===== config.mk =====
export PLATFORM = sky130hd
export DESIGN_NAME = chbd_front
export DESIGN_NICKNAME = d
export VERILOG_FILES = /design/src/hw/rtl/chbd_pkg.sv /design/src/hw/rtl/chbd_front.sv
export SDC_FILE = /design/constraint.sdc
export NUM_CORES = 1
export LEC_CHECK = 0
export ABC_AREA = 1
export BUFFER_PORTS_ARGS = -buffer_cell sky130_fd_sc_hd__buf_2
export CAP_MARGIN = 20
export CORE_MARGIN = 8
export CORE_UTILIZATION = 30
export DETAILED_ROUTE_END_ITERATION = 12
export HOLD_SLACK_MARGIN = 0.1
export SLEW_MARGIN = 20
export SYNTH_ARGS = -nofsm -noshare
export SYNTH_HDL_FRONTEND = slang
export SYNTH_SLANG_ARGS = --single-unit

===== constraint.sdc =====
create_clock -name clock -period 4 [get_ports clock]
set_clock_uncertainty 0.1 [all_clocks]
set_input_delay 0.2 -clock clock [delete_from_list [all_inputs] [get_ports clock]]
set_output_delay 0.2 -clock clock [all_outputs]
set_load 0.03 [all_outputs]

===== src/hw/rtl/chbd_pkg.sv =====
`timescale 1ns / 1ps
// shared types and constants for the center heatmap box decoder
// used by the front, queue, back and top level modules

package chbd_pkg;

   localparam int CSR_IDX_W   = 3;
   localparam int CSR_DATA_W  = 32;
   localparam int COORD_W     = 32;

   typedef enum logic [CSR_IDX_W-1:0] {
      CSR_THRESHOLD    = 3'd0,
      CSR_RATIO_W      = 3'd1,
      CSR_RATIO_H      = 3'd2,
      CSR_IMAGE_SCALE  = 3'd3,
      CSR_IMAGE_WIDTH  = 3'd4,
      CSR_IMAGE_HEIGHT = 3'd5,
      CSR_QUALITY_MODE = 3'd6,
      CSR_CLASS_MAP    = 3'd7
   } csr_idx_type;

   // one peak, as handed from the front to the back
   typedef struct packed {
      logic signed [COORD_W-1:0] x0;
      logic signed [COORD_W-1:0] y0;
      logic signed [COORD_W-1:0] x1;
      logic signed [COORD_W-1:0] y1;
      logic [15:0]               score;
      logic [15:0]               quality;
      logic                      quality_valid;
      logic [3:0]                label;
   } peak_type;

endpackage


===== src/hw/rtl/chbd_front.sv =====
`timescale 1ns / 1ps
// front: cell counters, peak test and corner forming in Q.9 grid units
// depends on chbd_pkg

module chbd_front
   import chbd_pkg::*;
#(
   parameter int GRID_W      = 128,
   parameter int GRID_H      = 128,
   parameter int NUM_CLASSES = 8
) (
   input  logic                clock,
   input  logic                reset,
   input  logic                in_valid,
   output logic                in_ready,
   input  logic [15:0]         heat_score,
   input  logic [15:0]         pooled_max,
   input  logic signed [20:0]  box_width,
   input  logic signed [20:0]  box_height,
   input  logic signed [20:0]  offset_x,
   input  logic signed [20:0]  offset_y,
   input  logic signed [16:0]  quality_score,
   input  logic                last_in_image,
   input  logic [15:0]         threshold,
   input  logic                quality_mode,
   input  logic [31:0]         class_map,
   output logic                push,
   output peak_type            peak,
   input  logic                full
);

   localparam int COL_W = (GRID_W > 1) ? $clog2(GRID_W) : 1;
   localparam int ROW_W = (GRID_H > 1) ? $clog2(GRID_H) : 1;
   localparam int CLS_W = (NUM_CLASSES > 1) ? $clog2(NUM_CLASSES) : 1;

   logic [COL_W-1:0] col_ff, col_in;
   logic [ROW_W-1:0] row_ff, row_in;
   logic [CLS_W-1:0] cls_ff, cls_in;
   logic             take;
   logic signed [COORD_W-1:0] cx, cy;
   logic [2:0]       cls3;

   assign in_ready = !full;
   assign take     = in_valid && in_ready;
   assign push     = take && (heat_score > threshold) && (heat_score == pooled_max);
   assign cls3     = 3'(cls_ff);

   always_comb begin
      cx = (COORD_W'(col_ff) <<< 9) + (COORD_W'(offset_x) <<< 1);
      cy = (COORD_W'(row_ff) <<< 9) + (COORD_W'(offset_y) <<< 1);
      peak.x0 = cx - COORD_W'(box_width);
      peak.y0 = cy - COORD_W'(box_height);
      peak.x1 = cx + COORD_W'(box_width);
      peak.y1 = cy + COORD_W'(box_height);
      peak.score = heat_score;
      if (quality_mode) begin
         peak.quality       = quality_score[16] ? 16'd0 : quality_score[15:0];
         peak.quality_valid = 1'b1;
         peak.label         = class_map[{cls3, 2'b00} +: 4];
      end else begin
         peak.quality       = 16'd0;
         peak.quality_valid = 1'b0;
         peak.label         = 4'(cls3);
      end
   end

   always_comb begin
      col_in = col_ff;
      row_in = row_ff;
      cls_in = cls_ff;
      priority if (last_in_image) begin
         col_in = '0;
         row_in = '0;
         cls_in = '0;
      end else if (32'(col_ff) + 1 >= GRID_W) begin
         col_in = '0;
         if (32'(row_ff) + 1 >= GRID_H) begin
            row_in = '0;
            cls_in = (32'(cls_ff) + 1 >= NUM_CLASSES) ? '0 : cls_ff + 1'b1;
         end else begin
            row_in = row_ff + 1'b1;
         end
      end else begin
         col_in = col_ff + 1'b1;
      end
   end

   always_ff @(posedge clock) begin
      if (reset) begin
         col_ff <= '0;
         row_ff <= '0;
         cls_ff <= '0;
      end else if (take) begin
         col_ff <= col_in;
         row_ff <= row_in;
         cls_ff <= cls_in;
      end
   end

endmodule


==> flow_metrics.py <==
metrics = {
    "worst_setup_path": {
        "critPathRequiredTime_ns": 3.70,
        "cp-end-kind": "output port",
        "worstSetupPathType": "reg2out",
        "critPathArrivalTime_ns": 3.41,
        "crit_fanout": 9,
        "cp-start-kind": "flip-flop",
    },
    "synth": {
        "synthArstFlopShare_pct": 0,
        "mappedNetlistArea_um2": 9440,
        "synth_top_area_cell": "nand2_1",
        "syn_area_per_cell_um2": 5.29,
        "ys_seq_area_share_pct": 3.61,
        "synth_warnings": 0,
        "synth.area.top_cells": "nand2_1 (23%), ha_1 (16%), inv_1 (14%)",
        "synth_top_area_share_pct": 23.0,
        "synth_edf_count": 0,
        "synthCells": 1785,
        "synth_ff_type": "dfxtp_1",
        "synth-seq-cells": 17,
        "netlist-cell-type-count": 44,
        "syn_nets": 2099,
    },
    "grt": {
        "grt_max_degree": 18,
        "grt_use_total_pct": 17.5,
        "overflow": 0,
        "grt_antenna_before_repair": 2,
        "grt_pass1_wl_um": 55400,
        "grt_pass1_vias": 11200,
    },
    "detailed_routing": {
        "first_pass_iters": 5,
        "via_per_inst": 4.67,
        "wirelength_um": 35000,
        "drt_iter0_drc": 688,
        "routed-via-count": 11400,
        "drc": 0,
        "wire_per_inst_um": 14.3,
        "drtAntennaViolNets": 0,
    },
    "floorplanning": {
        "core_um2": 31200,
        "initial_core_util_pct": 30.2,
        "die_width_um": 193,
        "placementRows": 65,
        "ioPinCount": 354,
        "fp.dieArea_um2": 37400,
        "die_y_um": 193,
    },
    "cells_and_area": {
        "n_fill_cell": 3546,
        "diodes": 0,
        "drive_above_1_share_pct": 19.3,
        "area_growth_pct": 19.0,
        "layout_common_cells": "nand2_1 (576), inv_1 (352), buf_2 (346)",
        "final_nets": 2365,
        "layout_commonest_cell": "nand2_1",
    },
    "clock_tree": {
        "cts_tree": "yes",
        "cts-root-buf": "clkbuf_16",
        "clock_sinks": 17,
        "clk_pin_slew_ns": 0.06,
        "clk_path_buf_depth": 2,
        "cts_htree_levels": 1,
        "cts_buffers": 3,
        "post-cts-setup-buffer-count": 0,
        "clk_latency_ns": 0.25,
    },
    "sta": {
        "finalHoldViolations": 0,
        "setup_violations": 0,
        "period_share_pct": 92.7,
        "tns_ns": 0,
        "tightest_slew_ns": 0.653,
        "maxSlewViolCount": 0,
        "rsz0062_at_grt": "false",
        "fmax_ghz": 0.270,
        "finalWorstSetupSlack_ns": 0.292,
        "layout_min_cycle_time_ns": 3.71,
        "relSlewSlack_pct": 56.0,
    },
    "place": {
        "hpwl_um": 31300,
        "port_buffers": 353,
        "gp_congestion": 0.982,
        "post-place-ws_ns": 0.483,
    },
    "outcome": {
        "status": "completed",
    },
    "power_and_ir_drop": {
        "p_leak_nw": 7.06,
        "peakVddDrop_v": 0.000190,
        "total_power_mw": 2.68,
        "power_density_nw_per_um2": 238,
    },
    "job": {
        "max_cap_viol_count": 0,
    },
    "min_path": {
        "hold_class": "in2reg",
    },
}
-- stage by stage --
| step | util, % | cell area (um2) | cells | hold slack (ns) |
|---|---|---|---|---|
| 2_1_floorplan | - | 9440 | 1785 | 0.169 |
| 5_1_grt | 35.9 | 11200 | 2452 | 0.221 |
| 3_3_place_gp | 35.4 | 11100 | 2447 | 0.275 |
| 4_1_cts | 35.7 | 11200 | 2452 | 0.198 |
| 6_report | 35.9 | 11200 | 2452 | 0.213 |
| 3_5_place_dp | 35.4 | 11100 | 2447 | 0.284 |
-- synthesized netlist by cell type (2+ instances only) --
library cell and count:
nand2_1 579, inv_1 354, nor2_1 194, ha_1 121, nand3_1 108, a21oi_1 80
buf_4 67, xor2_1 67, o21ai_0 39, nand4_1 23, buf_2 21, dfxtp_1 17
xnor2_1 16, nor3_1 14, o21bai_1 13, a31oi_1 6, fa_1 6, nand2_2 6
nor2_2 6, o22ai_1 6, nand3b_1 4, and2_1 3, clkbuf_1 3, inv_2 3
nor3_2 3, nor4_1 3, o221ai_1 3, a21boi_0 2, nand3_2 2, nor3b_1 2
-- cell type report --
type,instances,area (um2),area share (%)
Multi-Input combinational cell,1316,7160,63.8
Timing Repair Buffer,354,1790,16.0
Tap cell,402,503,4.48
Clock buffer,3,75.1,0.669
Clock inverter,1,5.00,0.0446
Sequential cell,17,340,3.03
Inverter,359,1350,12.0
-- kinds of logic after synthesis --
logic type	count (synthesis)	share of synthesized area (%)
compound gates	157	9.24
xor+xnor	83	7.70
fa+ha+maj	127	17.3
buf+inv	452	21.0
flops	17	3.61
simple gates	949	41.1
-- per-layer routing --
metal  up-vias  wire, um  part of all wire, %  track usage (%)
li1       5925         -                    -                -
met4         2       822                  2.3             4.28
met3        53      2220                  6.3             2.81
met2       418     16500                   47             31.1
met5         -        13                0.037                0
met1      5048     15400                   44             21.7
-- repair_timing --
item                                   CTS  global route
hold buffers                             1             0
resized for setup                        0            24
setup endpoints to repair                0            41
endpoints found under the hold margin    1             0
-- worst paths after layout --
| kind | start | to | slack (ns) | cells past startpoint |
|---|---|---|---|---|
| min | last_in_image | row_ff[0]$_SDFFE_PP0P_ | 0.21 | 3 |
| max | col_ff[0]$_SDFFE_PP0P_ | peak[94] | 0.29 | 17 |
| min reg2reg | col_ff[5]$_SDFFE_PP0P_ | col_ff[5]$_SDFFE_PP0P_ | 0.40 | 2 |
| max reg2reg | col_ff[1]$_SDFFE_PP0P_ | cls3[1]$_SDFFE_PP0P_ | 2.37 | 9 |
-- critical path, stage by stage, from the launching register on --
cell     delay, ns
dfxtp_1       0.35
ha_1          0.23
fa_1          0.41
nand3_1       0.10
nand2_1       0.10
nand4_1       0.08
nand2_1       0.12
nand2_1       0.10
xor2_1        0.21
ha_2          0.37
inv_1         0.13
nand2_1       0.11
nor3_2        0.21
nand3_1       0.13
nand3_1       0.11
nand2_1       0.06
nand2_2       0.12
buf_2         0.22
-- registers in the layout (all words and copies together), names as in the netlist --
signal	flops
col_ff	7
row_ff	7
cls3	3
-- power by group --
part | total [mW] | internal, mW | switching [mW]
registers | 0.177 | 0.172 | 0.00492
clock network | 0.204 | 0.134 | 0.0702
logic | 2.30 | 0.665 | 1.63
total | 2.68 | 0.971 | 1.71
No activity file was read; power rests on OpenSTA's default activity.
