[src/hw/rtl/chbd_pkg.sv]
`timescale 1ns / 1ps
// shared types and constants for the center heatmap box decoder
// used by the front, queue, back and top level modules

package chbd_pkg;

   localparam int CSR_IDX_W   = 3;
   localparam int CSR_DATA_W  = 32;
   localparam int COORD_W     = 32;

   typedef enum logic [CSR_IDX_W-1:0] {
      CSR_THRESHOLD    = 3'd0,
      CSR_RATIO_W      = 3'd1,
      CSR_RATIO_H      = 3'd2,
      CSR_IMAGE_SCALE  = 3'd3,
      CSR_IMAGE_WIDTH  = 3'd4,
      CSR_IMAGE_HEIGHT = 3'd5,
      CSR_QUALITY_MODE = 3'd6,
      CSR_CLASS_MAP    = 3'd7
   } csr_idx_type;

   // one peak, as handed from the front to the back
   typedef struct packed {
      logic signed [COORD_W-1:0] x0;
      logic signed [COORD_W-1:0] y0;
      logic signed [COORD_W-1:0] x1;
      logic signed [COORD_W-1:0] y1;
      logic [15:0]               score;
      logic [15:0]               quality;
      logic                      quality_valid;
      logic [3:0]                label;
   } peak_type;

endpackage

[src/hw/rtl/chbd_back.sv]
`timescale 1ns / 1ps
// back: sequential corner scaling with a ratio multiplier and an image-scale multiplier, clamping, output register
// depends on chbd_pkg

module chbd_back
   import chbd_pkg::*;
(
   input  logic               clock,
   input  logic               reset,
   input  logic               in_valid,
   output logic               in_pop,
   input  peak_type           peak,
   input  logic [23:0]        ratio_w,
   input  logic [23:0]        ratio_h,
   input  logic [23:0]        image_scale,
   input  logic [13:0]        image_width,
   input  logic [13:0]        image_height,
   output logic               out_valid,
   input  logic               out_ready,
   output logic [12:0]        top_left_x,
   output logic [12:0]        top_left_y,
   output logic signed [13:0] bottom_right_x,
   output logic signed [13:0] bottom_right_y,
   output logic [15:0]        peak_score,
   output logic [15:0]        quality_out,
   output logic               quality_valid,
   output logic [3:0]         label
);

   typedef enum logic [3:0] {
      ST_IDLE  = 4'b0001,
      ST_GRID  = 4'b0010,
      ST_IMAGE = 4'b0100,
      ST_DONE  = 4'b1000
   } state_type;

   state_type  st_ff, st_in;
   logic [1:0] idx_ff;
   peak_type   pk_ff;
   logic [13:0] res_ff [4];
   logic        neg_ff;
   logic [55:0] gmag_ff;
   logic        gpos_big_ff;
   logic        ovalid_ff;

   logic signed [COORD_W-1:0] corner;
   logic [23:0] ratio;
   logic signed [14:0] lim;
   logic [31:0] cmag;
   logic [55:0] gprod;
   logic [46:0] smag_src;
   logic [70:0] sprod;
   logic [38:0] pix;
   logic [13:0] val;
   logic        is_br;
   logic        gpos_big;

   always_comb begin
      unique case (idx_ff)
         2'd0: corner = pk_ff.x0;
         2'd1: corner = pk_ff.y0;
         2'd2: corner = pk_ff.x1;
         default: corner = pk_ff.y1;
      endcase
   end

   assign is_br = idx_ff[1];
   assign ratio = idx_ff[0] ? ratio_h : ratio_w;
   assign lim   = idx_ff[0] ? (15'(image_height) - 15'sd1) : (15'(image_width) - 15'sd1);
   assign cmag  = corner[COORD_W-1] ? 32'(-corner) : 32'(corner);
   assign gprod = 56'(cmag) * 56'(ratio);
   // g > lim * 2^25 with g = +-gprod; lim is -1 only for a zero image size
   always_comb begin
      if (lim[14])
         gpos_big = !corner[COORD_W-1] || (gprod < 56'd33554432);
      else
         gpos_big = !corner[COORD_W-1] && (gprod > (56'(lim[13:0]) << 25));
   end

   assign smag_src = gmag_ff[55:9];
   assign sprod    = 71'(smag_src) * 71'(image_scale);
   assign pix      = sprod[70:32];

   always_comb begin
      if (!is_br) begin
         if (neg_ff) val = 14'd0;
         else val = (pix > 39'd8191) ? 14'd8191 : 14'(pix);
      end else if (gpos_big_ff) begin
         val = (!lim[14] && lim[13]) ? 14'd8191 : 14'(lim);
      end else if (neg_ff) begin
         val = (pix > 39'd8192) ? 14'h2000 : 14'(-pix);
      end else begin
         val = (pix > 39'd8191) ? 14'd8191 : 14'(pix);
      end
   end

   assign in_pop = (st_ff == ST_IDLE) && in_valid;

   always_comb begin
      st_in = st_ff;
      unique case (st_ff)
         ST_IDLE:  if (in_valid) st_in = ST_GRID;
         ST_GRID:  st_in = ST_IMAGE;
         ST_IMAGE: st_in = (idx_ff == 2'd3) ? ST_DONE : ST_GRID;
         ST_DONE:  if (!ovalid_ff || out_ready) st_in = ST_IDLE;
         default:  st_in = ST_IDLE;
      endcase
   end

   always_ff @(posedge clock) begin
      if (reset) begin
         st_ff     <= ST_IDLE;
         idx_ff    <= '0;
         ovalid_ff <= 1'b0;
      end else begin
         st_ff <= st_in;
         if (st_ff == ST_IMAGE) idx_ff <= idx_ff + 1'b1;
         if (st_ff == ST_DONE && (!ovalid_ff || out_ready)) ovalid_ff <= 1'b1;
         else if (out_ready) ovalid_ff <= 1'b0;
      end
   end

   always_ff @(posedge clock) begin
      if (in_pop) pk_ff <= peak;
      if (st_ff == ST_GRID) begin
         gmag_ff     <= gprod;
         neg_ff      <= corner[COORD_W-1] && cmag != 32'd0 && ratio != 24'd0;
         gpos_big_ff <= gpos_big;
      end
      if (st_ff == ST_IMAGE) res_ff[idx_ff] <= val;
      if (st_ff == ST_DONE && (!ovalid_ff || out_ready)) begin
         top_left_x     <= res_ff[0][12:0];
         top_left_y     <= res_ff[1][12:0];
         bottom_right_x <= res_ff[2];
         bottom_right_y <= res_ff[3];
         peak_score     <= pk_ff.score;
         quality_out    <= pk_ff.quality;
         quality_valid  <= pk_ff.quality_valid;
         label          <= pk_ff.label;
      end
   end

   assign out_valid = ovalid_ff;

endmodule

[config.mk]
export PLATFORM = sky130hd
export DESIGN_NAME = chbd_back
export DESIGN_NICKNAME = d
export VERILOG_FILES = /design/src/hw/rtl/chbd_pkg.sv /design/src/hw/rtl/chbd_back.sv
export SDC_FILE = /design/constraint.sdc
export NUM_CORES = 2
export LEC_CHECK = 0
export ABC_CLOCK_PERIOD_IN_PS = 27900
export BUFFER_PORTS_ARGS = -buffer_cell sky130_fd_sc_hd__buf_4
export CORE_UTILIZATION = 40
export DETAILED_ROUTE_END_ITERATION = 12
export MAX_ROUTING_LAYER = met4
export PLACE_DENSITY = 0.67
export SLEW_MARGIN = 15
export SYNTH_ARGS = -nofsm -noshare
export SYNTH_HDL_FRONTEND = slang
export SYNTH_SLANG_ARGS = --single-unit
[constraint.sdc]
create_clock -name clock -period 27.9 [get_ports clock]
set_clock_uncertainty 0.2 [all_clocks]
set_input_delay 1.395 -clock clock [delete_from_list [all_inputs] [get_ports clock]]
set_output_delay 1.395 -clock clock [all_outputs]
set_load 0.02 [all_outputs]
==> run metrics <==
status=completed; starting DRC count in detailed routing=4409; Synth warnings=0; post-synthesis async set-or-reset flop share=0; post-CTS setup buffer count=0; synth top area cells=fa_1 (44%), edfxtp_1 (14%), inv_1 (8.6%); most frequent cells in the layout=inv_1 (1714), fa_1 (1645), nand2_1 (1282); sequential share of the synthesized area=0.146; Main synth FF type=edfxtp_1; fin crit share=0.520; Max transition margin=0.120; Max stage delay on crit path=0.99 ns; Post-Syn Area=74600 µm²; WHS Endpoint=peak_score[5]$_DFFE_PP_; HP Start=pk_ff[26]$_DFFE_PP_; Max-cap violations=0; critical path launch point=idx_ff[0]$_SDFFE_PP0P_; I/O pin cnt=362; CP Class=reg -> reg; nets=10.4k; CTS tree=built; fmax=0.0690 GHz; gr usage total=0.261; Cell Rows=158; Clock Latency Late Sink=0.58 ns; CP max FO=33; Worst Hold Class=reg -> reg; Chip Width=434 µm; Pre-antenna DRT Iters=7; r2r endpoint=gpos_big_ff$_DFFE_PN_; Max clock buf depth=3; vias per std cell=5.38; area share of the largest cell type after synthesis=0.442; Root Buffer=clkbuf_16; post-route ant nets=0; worst r2r src=idx_ff[0]$_SDFFE_PP0P_; Crit-path slowest cell=xor2_2; CTS Buf Count=39; clock sinks=366; Hold WS=approximately 0.21 ns; vias=56.7k; commonest non-fill, non-tap cell in the layout=inv_1; Post-CTS Resized=0; endpoints failing setup=0; post-route cell area=81200 µm²; reg2reg setup slack=13.40 ns; crit-path most repeated cell=fa_1; Hold Buf Count CTS=0; Req. time, crit path=28.03 ns; layout cells sized above 1=0.0849; Hold Path Cell Cnt=0; H-tree depth=2; DP Area=79900 µm²; worst slew pin tran=1.31 ns; crit path buf inv count=6; Core Box Area=185000 µm²; Top delay family on crit path=adder cells; Total Wirelength=234000 µm; IO buf count=361; clk slew on worst S/H paths=about 0.070 ns; Final HPWL DP=183000 µm; CP arrival=14.63 ns; Synth Area per Inst=about 9.4 µm²; area grow syn2layout=8.92%; Die ar.=188000 µm²; vias in the first global route=61.7k; Post-Syn Instances=7911; R2R depth=40; largest net degree at the start of global routing=just under 70; Startpoint Class=flop; Post-synth EDFFs=359; Slew Viols, Final=0; drt drc=0; setup TNS=0 ns; final hold vios=0; first-pass GRT wire length=between 300000 and 400000 µm; starting density of the core=0.403; die span in y=roughly 430 µm; Net Count, Synth=10.2k; GR Overflow Total=0; critical path depth=40; WL per Instance=22.2 µm; Period minus WS final=14.50 ns; placer congestion estimate=1.01; Synth Register Bits=366; RSZ-0062 raised after global routing=no; antenna violations before repair=6; CP Capture Type=flop; Netlist cell types=about 120; cell taking the most area after synthesis=fa_1
## per-stage QoR
step                      instances  worst slack [ns]   util
after floorplan                7911             16.05      -
after global placement        10500             13.58  0.431
after detailed placement      10500             13.26  0.432
after CTS                     10500             13.24  0.438
after global routing          10500             12.71  0.439
final                         10500             13.40  0.439
## Yosys cell counts, drive strengths merged, types with 11 or more instances
cell type	instances
nand4	52
nor4	35
edfxtp	359
a31oi	21
nand2	1283
xnor2	82
buf	64
clkbuf	328
mux2	30
and2	362
mux2i	51
o211ai	19
o21bai	19
a21oi	201
xor2	64
a21o	48
a211oi	28
o21a	20
nand2b	30
and3	15
ha	398
nor3	64
o2111ai	12
a22oi	11
inv	1715
nor2	584
nand3	49
a222oi	25
fa	1645
or3	13
and4	11
o21ai	126
## final cells by class
type,instances,area (µm²)
Timing Repair Buffer,479,3600
Clock inverter,20,185
Antenna cell,3,7.51
Multi-Input combinational cell,5438,55900
Inverter,1715,6440
Sequential cell,366,10900
Fill cell,17800,104000
Tap cell,2480,3100
Clock buffer,48,1060
## kinds of logic (layout without fill, tap and decap cells)
family | after synthesis | count (layout) | share of synthesized area
adders and majority gates | 2043 | 2043 | 0.508
and+or+nand+nor | 2538 | 2538 | 0.151
AOI/OAI and AO/OA | 630 | 630 | 0.0583
other | 0 | 3 | 0
buffers and inverters | 2107 | 2262 | 0.107
xor gates and xnor gates | 146 | 146 | 0.0173
DFF | 366 | 366 | 0.146
muxes | 81 | 81 | 0.0114
## registers in the layout, summed over array words and instances (netlist names), 13 cells and up
register        count
res_ff             54
bottom_right_x     14
quality_out        16
top_left_y         13
peak_score         16
top_left_x         13
pk_ff             165
bottom_right_y     14
gmag_ff            47
## routing by layer
metal / track usage / part of all wire
met3: 0.0500 / 0.094
met1: 0.322 / 0.38
met5: - / 0
met4: 0.110 / 0.051
met2: 0.420 / 0.47
## worst max path at each step
stage                                  to  slack, ns
floorplan           gpos_big_ff$_DFFE_PN_      16.05
global placement    gpos_big_ff$_DFFE_PN_      13.58
detailed placement  gpos_big_ff$_DFFE_PN_      13.26
CTS                 gpos_big_ff$_DFFE_PN_      13.24
global route        gpos_big_ff$_DFFE_PN_      12.71
finish              gpos_big_ff$_DFFE_PN_      13.40
Power is left out: the tool's default activity adds up to more than one toggle a clock period on the data nets, which glitch-free logic cannot reach.
