==> src/hw/rtl/chbd_pkg.sv <==
`timescale 1ns / 1ps
// shared types and constants for the center heatmap box decoder
// used by the front, queue, back and top level modules

package chbd_pkg;

   localparam int CSR_IDX_W   = 3;
   localparam int CSR_DATA_W  = 32;
   localparam int COORD_W     = 32;

   typedef enum logic [CSR_IDX_W-1:0] {
      CSR_THRESHOLD    = 3'd0,
      CSR_RATIO_W      = 3'd1,
      CSR_RATIO_H      = 3'd2,
      CSR_IMAGE_SCALE  = 3'd3,
      CSR_IMAGE_WIDTH  = 3'd4,
      CSR_IMAGE_HEIGHT = 3'd5,
      CSR_QUALITY_MODE = 3'd6,
      CSR_CLASS_MAP    = 3'd7
   } csr_idx_type;

   // one peak, as handed from the front to the back
   typedef struct packed {
      logic signed [COORD_W-1:0] x0;
      logic signed [COORD_W-1:0] y0;
      logic signed [COORD_W-1:0] x1;
      logic signed [COORD_W-1:0] y1;
      logic [15:0]               score;
      logic [15:0]               quality;
      logic                      quality_valid;
      logic [3:0]                label;
   } peak_type;

endpackage

==> src/hw/rtl/chbd_queue.sv <==
`timescale 1ns / 1ps
// short fifo of peaks between front and back
// depends on chbd_pkg

module chbd_queue
   import chbd_pkg::*;
(
   input  logic     clock,
   input  logic     reset,
   input  logic     push,
   input  peak_type push_data,
   output logic     full,
   output logic     pop_valid,
   input  logic     pop,
   output peak_type pop_data
);

   peak_type   mem_ff [4];
   logic [1:0] wr_ff, rd_ff;
   logic [2:0] cnt_ff;

   assign full      = cnt_ff == 3'd4;
   assign pop_valid = cnt_ff != 3'd0;
   assign pop_data  = mem_ff[rd_ff];

   always_ff @(posedge clock) begin
      if (push) mem_ff[wr_ff] <= push_data;
   end

   always_ff @(posedge clock) begin
      if (reset) begin
         wr_ff  <= '0;
         rd_ff  <= '0;
         cnt_ff <= '0;
      end else begin
         if (push) wr_ff <= wr_ff + 1'b1;
         if (pop)  rd_ff <= rd_ff + 1'b1;
         cnt_ff <= cnt_ff + 3'(push) - 3'(pop);
      end
   end

endmodule

==> config.mk <==
export PLATFORM = sky130hd
export DESIGN_NAME = chbd_queue
export DESIGN_NICKNAME = d
export VERILOG_FILES = /design/src/hw/rtl/chbd_pkg.sv /design/src/hw/rtl/chbd_queue.sv
export SDC_FILE = /design/constraint.sdc
export NUM_CORES = 1
export LEC_CHECK = 0
export CORE_MARGIN = 2
export CORE_UTILIZATION = 30
export CTS_BUF_LIST = sky130_fd_sc_hd__clkbuf_8
export DETAILED_ROUTE_END_ITERATION = 16
export DONT_BUFFER_PORTS = 1
export GPL_TIMING_DRIVEN = 0
export MAX_ROUTING_LAYER = met4
export PLACE_DENSITY = 0.42
export SLEW_MARGIN = 15
export SYNTH_ARGS = -nofsm -noshare
export SYNTH_HDL_FRONTEND = slang
export SYNTH_SLANG_ARGS = --single-unit
==> constraint.sdc <==
create_clock -name clock -period 8.25 [get_ports clock]
set_clock_uncertainty 0.2 [all_clocks]
set_input_delay 1.2375 -clock clock [delete_from_list [all_inputs] [get_ports clock]]
set_output_delay 1.2375 -clock clock [all_outputs]
set_load 0.02 [all_outputs]
==> summary.md, run 1 <==
| Metric | Value |
|---|---|
| Leading area contributor after synthesis | `edfxtp_1` |
| EDFF count, synth | `660` |
| Worst reg2reg path endpoint | `mem_ff[2][48]` |
| RR Startpoint | `wr_ff[0]` |
| Pwr Total | `7.36 mW` |
| Post CTS Setup Buffer Count | `0` |
| Comb pwr share | `approximately 9.7%` |
| Register-to-Register Path Depth | `5` |
| Leak Pwr | `8.79 nW` |
| Setup ws final | `between 4 and 5 ns` |
| DIE HEIGHT | `between 200 and 300 µm` |
| Clock root buffer | `clkbuf_8` |
| Clk_lat worst skew | `between 0.7 and 0.8 ns` |
| Net Sw Power | `1.79 mW` |
| Gpl congestion | `0.676` |
| Flop pwr share | `a little over half` |
| Post-synthesis sequential area ratio | `around four fifths` |
| Synth Register Bits | `669` |
| Peak VDD IR | `0.106 mV` |
| Worst hold path type | `flip-flop to flip-flop` |
| CP arrival | `approximately 2.6 ns` |
| WS Path Type | `flip-flop to output port` |
| Finished Cell Area | `between 20000 and 30000 µm²` |
| DRC violations left | `0` |
| Internal power | `5.57 mW` |
| Die ar. | `between 80000 and 90000 µm²` |
| Slew HR | `slightly above 50%` |
| CP Data Required Time | `between 6 and 7 ns` |
| Worst hold start | `rd_ff[1]` |
| Num rows | `104` |
| Top cell type's share of synthesized area | `81.3%` |
| Synth Instances | `904` |
| Prevailing post-synth register cell | `edfxtp_1` |
| Net Count, Synth | `between 1000 and 1500` |
| CTS Sinks | `669` |
| Tot GR Track Use | `13.1%` |
| Max Cap Viol | `0` |
| Buffer levels on the longest clock path | `3` |
| DR WL/cell | `roughly 24 µm` |
| Ys Warns | `0` |
| TritonRoute pass-1 iters | `5` |
| CTS buffer count | `approximately 110` |
| Sum of negative setup slack | `0 ns` |
| Setup violators final | `0` |
| Hold slack | `0.322 ns` |
| CTS tree | `done` |
| Grt ovf | `0` |
| Vias | `9963` |
| Pwr dens | `~260 nW/µm²` |
| Vias in the first global route | `~11000` |
| R2r setup slk | `6.01 ns` |
| Fmax | `0.250 GHz` |
| Clk pwr share | `36.7%` |
| Syn avg cell area | `approximately 27 µm²` |
| Final worst path period need | `about 4 ns` |
| HPWL after DPL | `between 30000 and 40000 µm` |
| Status | `finished clean` |
| Final hold violation count | `0` |
| CP Capture Type | `output port` |
| Worst setup SP type | `flip-flop` |
| Initial Util | `between 30% and 40%` |
| Layout Utilization | `around a third` |
| Resized cells post-CTS | `0` |
| H-tree depth | `3` |
| Remaining antenna violation count | `0` |
| Cells after DPL | `1980` |
| Finished Layout Cells | `between 2000 and 2500` |
| Hold buffer count at cts | `0` |
| Net count, final | `1211` |
| Die width | `289 µm` |
| Hold Path Stages | `2` |
| Pre-CTS setup slack | `between 4 and 5 ns` |
| Final wirelength | `approximately 54000 µm` |
| Vias per cell | `between 4 and 5` |
| Area Growth Syn to Fin | `15.8%` |
| Mapped cell area | `about 24000 µm²` |
| Starting DRT DRC Count | `about 500` |
| Post-Place Cell Area | `roughly 26000 µm²` |
| # port buffers | `0` |
| Most common cell in the netlist | `edfxtp_1` |
| Worst-path fanout max | `10` |
| Final Max Tran Viols | `0` |
| Fraction of layout cells with a size suffix above 1 | `a little under a third` |
| Hold EP | `rd_ff[1]` |
| First-pass GRT wire length | `approximately 77000 µm` |
| Tcrit/Tclk final | `about half` |
| Io pins | `336` |
| Core ar. | `80500 µm²` |
| Clock-pin transition on the worst setup and hold timing paths | `0.06 ns` |
| Async S/R FF share, synth | `0%` |
| Tightest Pin Transition | `roughly 0.75 ns` |
| Switching share of power | `about a quarter` |
| Initial antenna violation count | `1` |
| Fillers | `roughly 7400` |
| Top cells by count, synth | `edfxtp_1 (660), mux4_2 (165), buf_2 (15), buf_12 (11), dfxtp_1 (9)` |
| RSZ-0062 raised after global routing | `false` |
| Largest net degree at the start of global routing | `44` |
| Post-synthesis cell type count | `23` |
| Synth top area cells | `edfxtp_1 (81%), mux4_2 (15%), buf_12 (0.90%)` |
[how the worst max path moves through the flow]
| stage | start | slack, ns | to |
|---|---|---|---|
| floorplan | push | 2.51 | mem_ff[0][0] |
| global placement | push | -1.43 | mem_ff[2][109] |
| detailed placement | flip-flop | 4.83 | pop_data[125] |
| CTS | flip-flop | 4.02 | pop_data[125] |
| global route | flip-flop | 3.98 | pop_data[125] |
| finish | flip-flop | 4.24 | pop_data[125] |
[cell type report]
class / count / area (µm²) / share of cell area, %
clock inverter: 93 / 487 / 1.72
inverter: 6 / 22.5 / 0.0798
multi-input combinational: 192 / 3960 / 14.0
timing repair buffer: 16 / 418 / 1.48
sequential: 669 / 20000 / 70.8
buffer: 37 / 417 / 1.48
antenna: 3 / 7.51 / 0.0266
tap: 1060 / 1330 / 4.70
clock buffer: 116 / 1600 / 5.65
[cell families (layout without fill, tap and decap cells)]
group | after synthesis | in the layout | synth area share [%]
AO/OA/AOI/OAI | 2 | 2 | 0.0615
multiplexers | 166 | 166 | 15.3
other | 0 | 3 | 0
buffers and inverters | 43 | 268 | 1.80
adder cells (fa/ha/maj) | 7 | 7 | 0.390
AND/OR/NAND/NOR | 14 | 14 | 0.313
flip-flops | 669 | 669 | 82.0
XOR/XNOR | 3 | 3 | 0.169
[cells in the final DEF, fill, tap and decap left out]
cell / Yosys / layout
nor2b_1: 2 / 2
buf_6: 1 / 1
or3_1: 1 / 1
ha_1: 6 / 6
mux4_2: 165 / 165
diode_2: 0 / 3
and2_4: 0 / 4
a21oi_1: 1 / 1
mux2i_1: 1 / 1
buf_16: 0 / 13
bufinv_16: 0 / 3
clkinv_8: 0 / 3
nand3b_1: 1 / 1
clkbuf_1: 3 / 2
a21bo_2: 1 / 1
and3_1: 1 / 1
clkinv_1: 0 / 41
clkbuf_2: 0 / 1
buf_2: 15 / 15
inv_1: 6 / 44
fa_1: 1 / 1
dfxtp_1: 9 / 9
inv_12: 0 / 1
clkbuf_8: 0 / 116
buf_4: 1 / 1
buf_8: 6 / 6
buf_12: 11 / 14
xor3_1: 1 / 1
edfxtp_1: 660 / 660
nor2_1: 5 / 5
clkinv_2: 0 / 7
xnor2_1: 2 / 2
[power groups by stage]
| stage | Sequential, mW | Clock (mW) | Combinational, mW |
|---|---|---|---|
| final | 3.94 | 2.70 | 0.713 |
| after global routing | 3.95 | 2.97 | 0.764 |
| after CTS | 3.94 | 2.83 | 0.744 |
| after detailed placement | 4.01 | 0 | 0.743 |
| after global placement | 4.06 | 0 | 0.711 |
| after floorplan | 4.03 | 0 | 0.535 |
[flip-flops by register name, summed over array words and instances (netlist names), named ones only]
register  count
cnt_ff        3
mem_ff      660
rd_ff         2
wr_ff         2
[critical path, stage by stage (launching register included)]
cell	delay (ns)
dfxtp_1	0.38
clkbuf_1	0.54
buf_2	0.44
mux4_2	0.51
[layer usage]
metal | track usage (%) | share of wire, % | up-vias
met5 | - | 0 | -
met1 | 14.3 | 37 | 5263
met2 | 20.5 | 48 | 355
li1 | - | - | 4224
met4 | 4.56 | 2.6 | 0
met3 | 6.86 | 12 | 121
Note: power is estimated with default switching activity, not from simulation.
==> run 2, diff against run 1 <==
--- a/config.mk
+++ b/config.mk
@@ -5,6 +5,7 @@
 export SDC_FILE = /design/constraint.sdc
 export NUM_CORES = 1
 export LEC_CHECK = 0
+export ABC_AREA = 1
 export CORE_MARGIN = 2
 export CORE_UTILIZATION = 30
 export CTS_BUF_LIST = sky130_fd_sc_hd__clkbuf_8
@@ -12,7 +13,7 @@
 export DONT_BUFFER_PORTS = 1
 export GPL_TIMING_DRIVEN = 0
 export MAX_ROUTING_LAYER = met4
-export PLACE_DENSITY = 0.42
+export PLACE_DENSITY = 0.43
 export SLEW_MARGIN = 15
 export SYNTH_ARGS = -nofsm -noshare
 export SYNTH_HDL_FRONTEND = slang
==> constraint.sdc (replaced) <==
create_clock -name clock -period 3.65 [get_ports clock]
set_clock_uncertainty 0.2 [all_clocks]
set_input_delay 0.5475 -clock clock [delete_from_list [all_inputs] [get_ports clock]]
set_output_delay 0.5475 -clock clock [all_outputs]
set_load 0.02 [all_outputs]
==> summary.md, run 2 <==
| Metric | Value |
|---|---|
| Final worst path period need | `3.38 ns` |
| HPWL after DPL | `48000 µm (was 33600 µm)` |
| Synth Instances | `1981 (was 904)` |
| Hold slack | `0.113 ns (was 0.322 ns)` |
| Mapped cell area | `26200 µm² (was 24400 µm²)` |
| Die ar. | `89900 µm² (was 83600 µm²)` |
| Top cells by count, synth | `edfxtp_1 (660), inv_1 (346), nand2_1 (338), a21oi_1 (171), o211ai_1 (165) (was edfxtp_1 (660), mux4_2 (165), buf_2 (15), buf_12 (11), dfxtp_1 (9))` |
| Initial Util | `30.3% (about the same)` |
| Flop pwr share | `51.5% (was 53.6%)` |
| Worst setup SP type | `flip-flop (unchanged)` |
| Final Max Tran Viols | `0 (unchanged)` |
| Max reg flops | `660 (unchanged)` |
| Pwr Total | `17.2 mW (was 7.36 mW)` |
| Slew HR | `52.9% (was 50.3%)` |
| Clock root buffer | `clkbuf_8 (unchanged)` |
| Final wirelength | `74900 µm (was 53600 µm)` |
| CP arrival | `2.63 ns (was 2.57 ns)` |
| Net count, final | `2473 (was 1211)` |
| Fraction of layout cells with a size suffix above 1 | `11.6% (was 31.1%)` |
| Net Sw Power | `4.57 mW (was 1.79 mW)` |
| Status | `finished clean (unchanged)` |
| CTS buffer count | `116 (was 113)` |
| Clock-pin transition on the worst setup and hold timing paths | `0.06 ns (about the same)` |
| Grt ovf | `0 (unchanged)` |
| Finished Cell Area | `32200 µm² (was 28200 µm²)` |
| Worst hold path type | `input port to flip-flop (was flip-flop to flip-flop)` |
| Max Cap Viol | `0 (unchanged)` |
| CP Data Required Time | `2.90 ns (was 6.81 ns)` |
| Comb pwr share | `11.3% (was 9.7%)` |
| Area of the multi-input gates | `4340 µm² (was 3960 µm²)` |
| DIE HEIGHT | `300 µm (was 289 µm)` |
| Ys Warns | `0 (unchanged)` |
| Gpl congestion | `0.758 (was 0.676)` |
| Initial antenna violation count | `10 (was 1)` |
| First-pass GRT wire length | `109000 µm (was 76900 µm)` |
| Leak Pwr | `12.0 nW (was 8.79 nW)` |
| Vias | `16131 (was 9963)` |
| H-tree depth | `3 (unchanged)` |
| Tcrit/Tclk final | `92.6%` |
| Synth top area cells | `edfxtp_1 (76%), inv_1 (4.9%), nand2_1 (4.8%) (was edfxtp_1 (81%), mux4_2 (15%), buf_12 (0.90%))` |
| Vias per cell | `4.54 (was 4.55)` |
| Pwr dens | `534 nW/µm² (was 261 nW/µm²)` |
| Most common cell in the netlist | `edfxtp_1 (unchanged)` |
| Crit path to | `pop_data[104] (was pop_data[125])` |
| Tightest Pin Transition | `0.705 ns (was 0.745 ns)` |
| CP Capture Type | `output port (unchanged)` |
| Post-synthesis sequential area ratio | `76.2% (was 82.0%)` |
| Peak VDD IR | `0.389 mV (was 0.106 mV)` |
| Worst-path fanout max | `11 (was 10)` |
| Setup violators final | `0 (unchanged)` |
| Register-to-Register Path Depth | `8 (was 5)` |
| Final hold violation count | `0 (unchanged)` |
| Most frequent cells in the layout | `edfxtp_1 (660), inv_1 (370), nand2_1 (334) (was edfxtp_1 (660), mux4_2 (165), clkbuf_8 (116))` |
| Async S/R FF share, synth | `0% (unchanged)` |
| Largest net degree at the start of global routing | `29 (was 44)` |
| Num rows | `108 (was 104)` |
| Cells after DPL | `3165 (was 1980)` |
| RR Startpoint | `wr_ff[0] (unchanged)` |
| Worst reg2reg path endpoint | `mem_ff[2][95] (was mem_ff[2][48])` |
| Clk_lat worst skew | `0.73 ns (was 0.72 ns)` |
| Die width | `300 µm (was 289 µm)` |
| Prevailing post-synth register cell | `edfxtp_1 (unchanged)` |
| Area Growth Syn to Fin | `22.8% (was 15.8%)` |
| Finished Layout Cells | `3557 (was 2192)` |
| DRC violations left | `0 (unchanged)` |
| Leading area contributor after synthesis | `edfxtp_1 (unchanged)` |
| Io pins | `336 (unchanged)` |
| Syn avg cell area | `13.2 µm² (was 27.0 µm²)` |
| R2r setup slk | `0.93 ns (was 6.01 ns)` |
| Switching share of power | `26.6% (was 24.4%)` |
| FF/Latch Area | `20000 µm² (about the same)` |
| Regs by FF count | `mem_ff x660, cnt_ff x3 (unchanged)` |
| Top cell type's share of synthesized area | `75.5% (was 81.3%)` |
| Buffer levels on the longest clock path | `3 (unchanged)` |
| Fmax | `0.296 GHz` |
| WS Path Type | `flip-flop to output port (unchanged)` |
| Post-synthesis cell type count | `17 (was 23)` |
| Remaining antenna violation count | `0 (unchanged)` |
| Sum of negative setup slack | `0 ns (unchanged)` |
| Net Count, Synth | `2157 (was 1080)` |
| Starting DRT DRC Count | `1123 (was 501)` |
| EDFF count, synth | `660 (unchanged)` |
| Core ar. | `86800 µm² (was 80500 µm²)` |
| # port buffers | `0 (unchanged)` |
| Top reg by flops | `mem_ff (unchanged)` |
| CTS tree | `done (unchanged)` |
| Internal power | `12.6 mW (was 5.57 mW)` |
| Synth Register Bits | `669 (unchanged)` |
| Vias in the first global route | `16462 (was 10976)` |
| Most common cell after layout, fill and taps aside | `edfxtp_1 (unchanged)` |
| Post-Place Cell Area | `28300 µm² (was 26100 µm²)` |
| RSZ-0062 raised after global routing | `false (unchanged)` |
| Tot GR Track Use | `17.0% (was 13.1%)` |
| CTS Sinks | `669 (unchanged)` |
| Clk pwr share | `37.2% (was 36.7%)` |
| TritonRoute pass-1 iters | `5 (unchanged)` |
| Fillers | `8464 (was 7407)` |
| DR WL/cell | `21.1 µm (was 24.4 µm)` |
## run 2: cell count changes after synthesis, moves of 105 or more
| cell | delta |
|---|---|
| mux4_2 | -165 |
| o21ai_1 | +105 |
| nand2_1 | +338 |
| inv_1 | +340 |
| o211ai_1 | +165 |
| a21oi_1 | +170 |
## run 2: timing repair
action	CTS	global route
hold buffers	169	0
setup endpoints to repair	0	1
gates resized for setup	0	2
endpoints found under the hold margin	669	0
setup buffers	0	0
## run 2: worst min path at each step
stage / end / from / cells after the start / slack, ns
after floorplan: flip-flop / rd_ff[1] / 2 / 0.24
after global placement: rd_ff[1] / rd_ff[1] / 2 / 0.26
after detailed placement: rd_ff[1] / rd_ff[1] / 2 / 0.26
after CTS: cnt_ff[0] / pop / 5 / 0.02
after global routing: cnt_ff[0] / pop / 5 / 0.11
final: cnt_ff[0] / pop / 5 / 0.11
## run 2: final cells by class
type | instances | share of cell area (%)
Clock inverter | 91 | 1.58
Timing Repair Buffer | 198 | 7.19
Buffer | 110 | 1.93
Tap cell | 1155 | 4.48
Antenna cell | 12 | 0.0932
Clock buffer | 120 | 5.12
Multi-Input combinational cell | 856 | 13.5
Inverter | 346 | 4.08
Sequential cell | 669 | 62.1
## run 2: routing by layer
| layer | GRT usage [%] | up-vias | wire length, µm |
|---|---|---|---|
| li1 | - | 7599 | - |
| met1 | 20.8 | 7958 | 31300 |
| met2 | 27.8 | 462 | 36800 |
| met3 | 4.80 | 112 | 5280 |
| met4 | 4.33 | 0 | 1470 |
| met5 | - | - | 0 |
## run 2: power by group through the flow
stage               sequential [mW]  combinational (mW)  clock [mW]
floorplan                      9.04                1.12           0
global placement               9.09                1.66           0
detailed placement             9.03                1.75           0
CTS                            8.86                2.00        6.66
global route                   8.88                2.12        6.99
finish                         8.86                1.94        6.40
## run 2: critical path, cell delays in order, from the launching register on
cell and delay, ns:
dfxtp_1 0.33, buf_2 0.48, clkbuf_1 0.55, o21ai_1 0.15, nand2_1 0.35
## run 2: cell families after synthesis
| family | count (synthesis) | share of synthesized area (%) |
|---|---|---|
| buf+inv | 456 | 7.31 |
| simple gates | 344 | 4.93 |
| compound gates | 505 | 11.2 |
| flops | 669 | 76.2 |
| fa+ha+maj | 7 | 0.362 |
## run 2: metrics by stage
step	setup slack, ns	util [%]
CTS	0.0722	37.1
floorplan	-0.0189	-
global route	0.0125	37.1
detailed placement	0.854	32.7
finish	0.269	37.1
global placement	-2.85	32.0
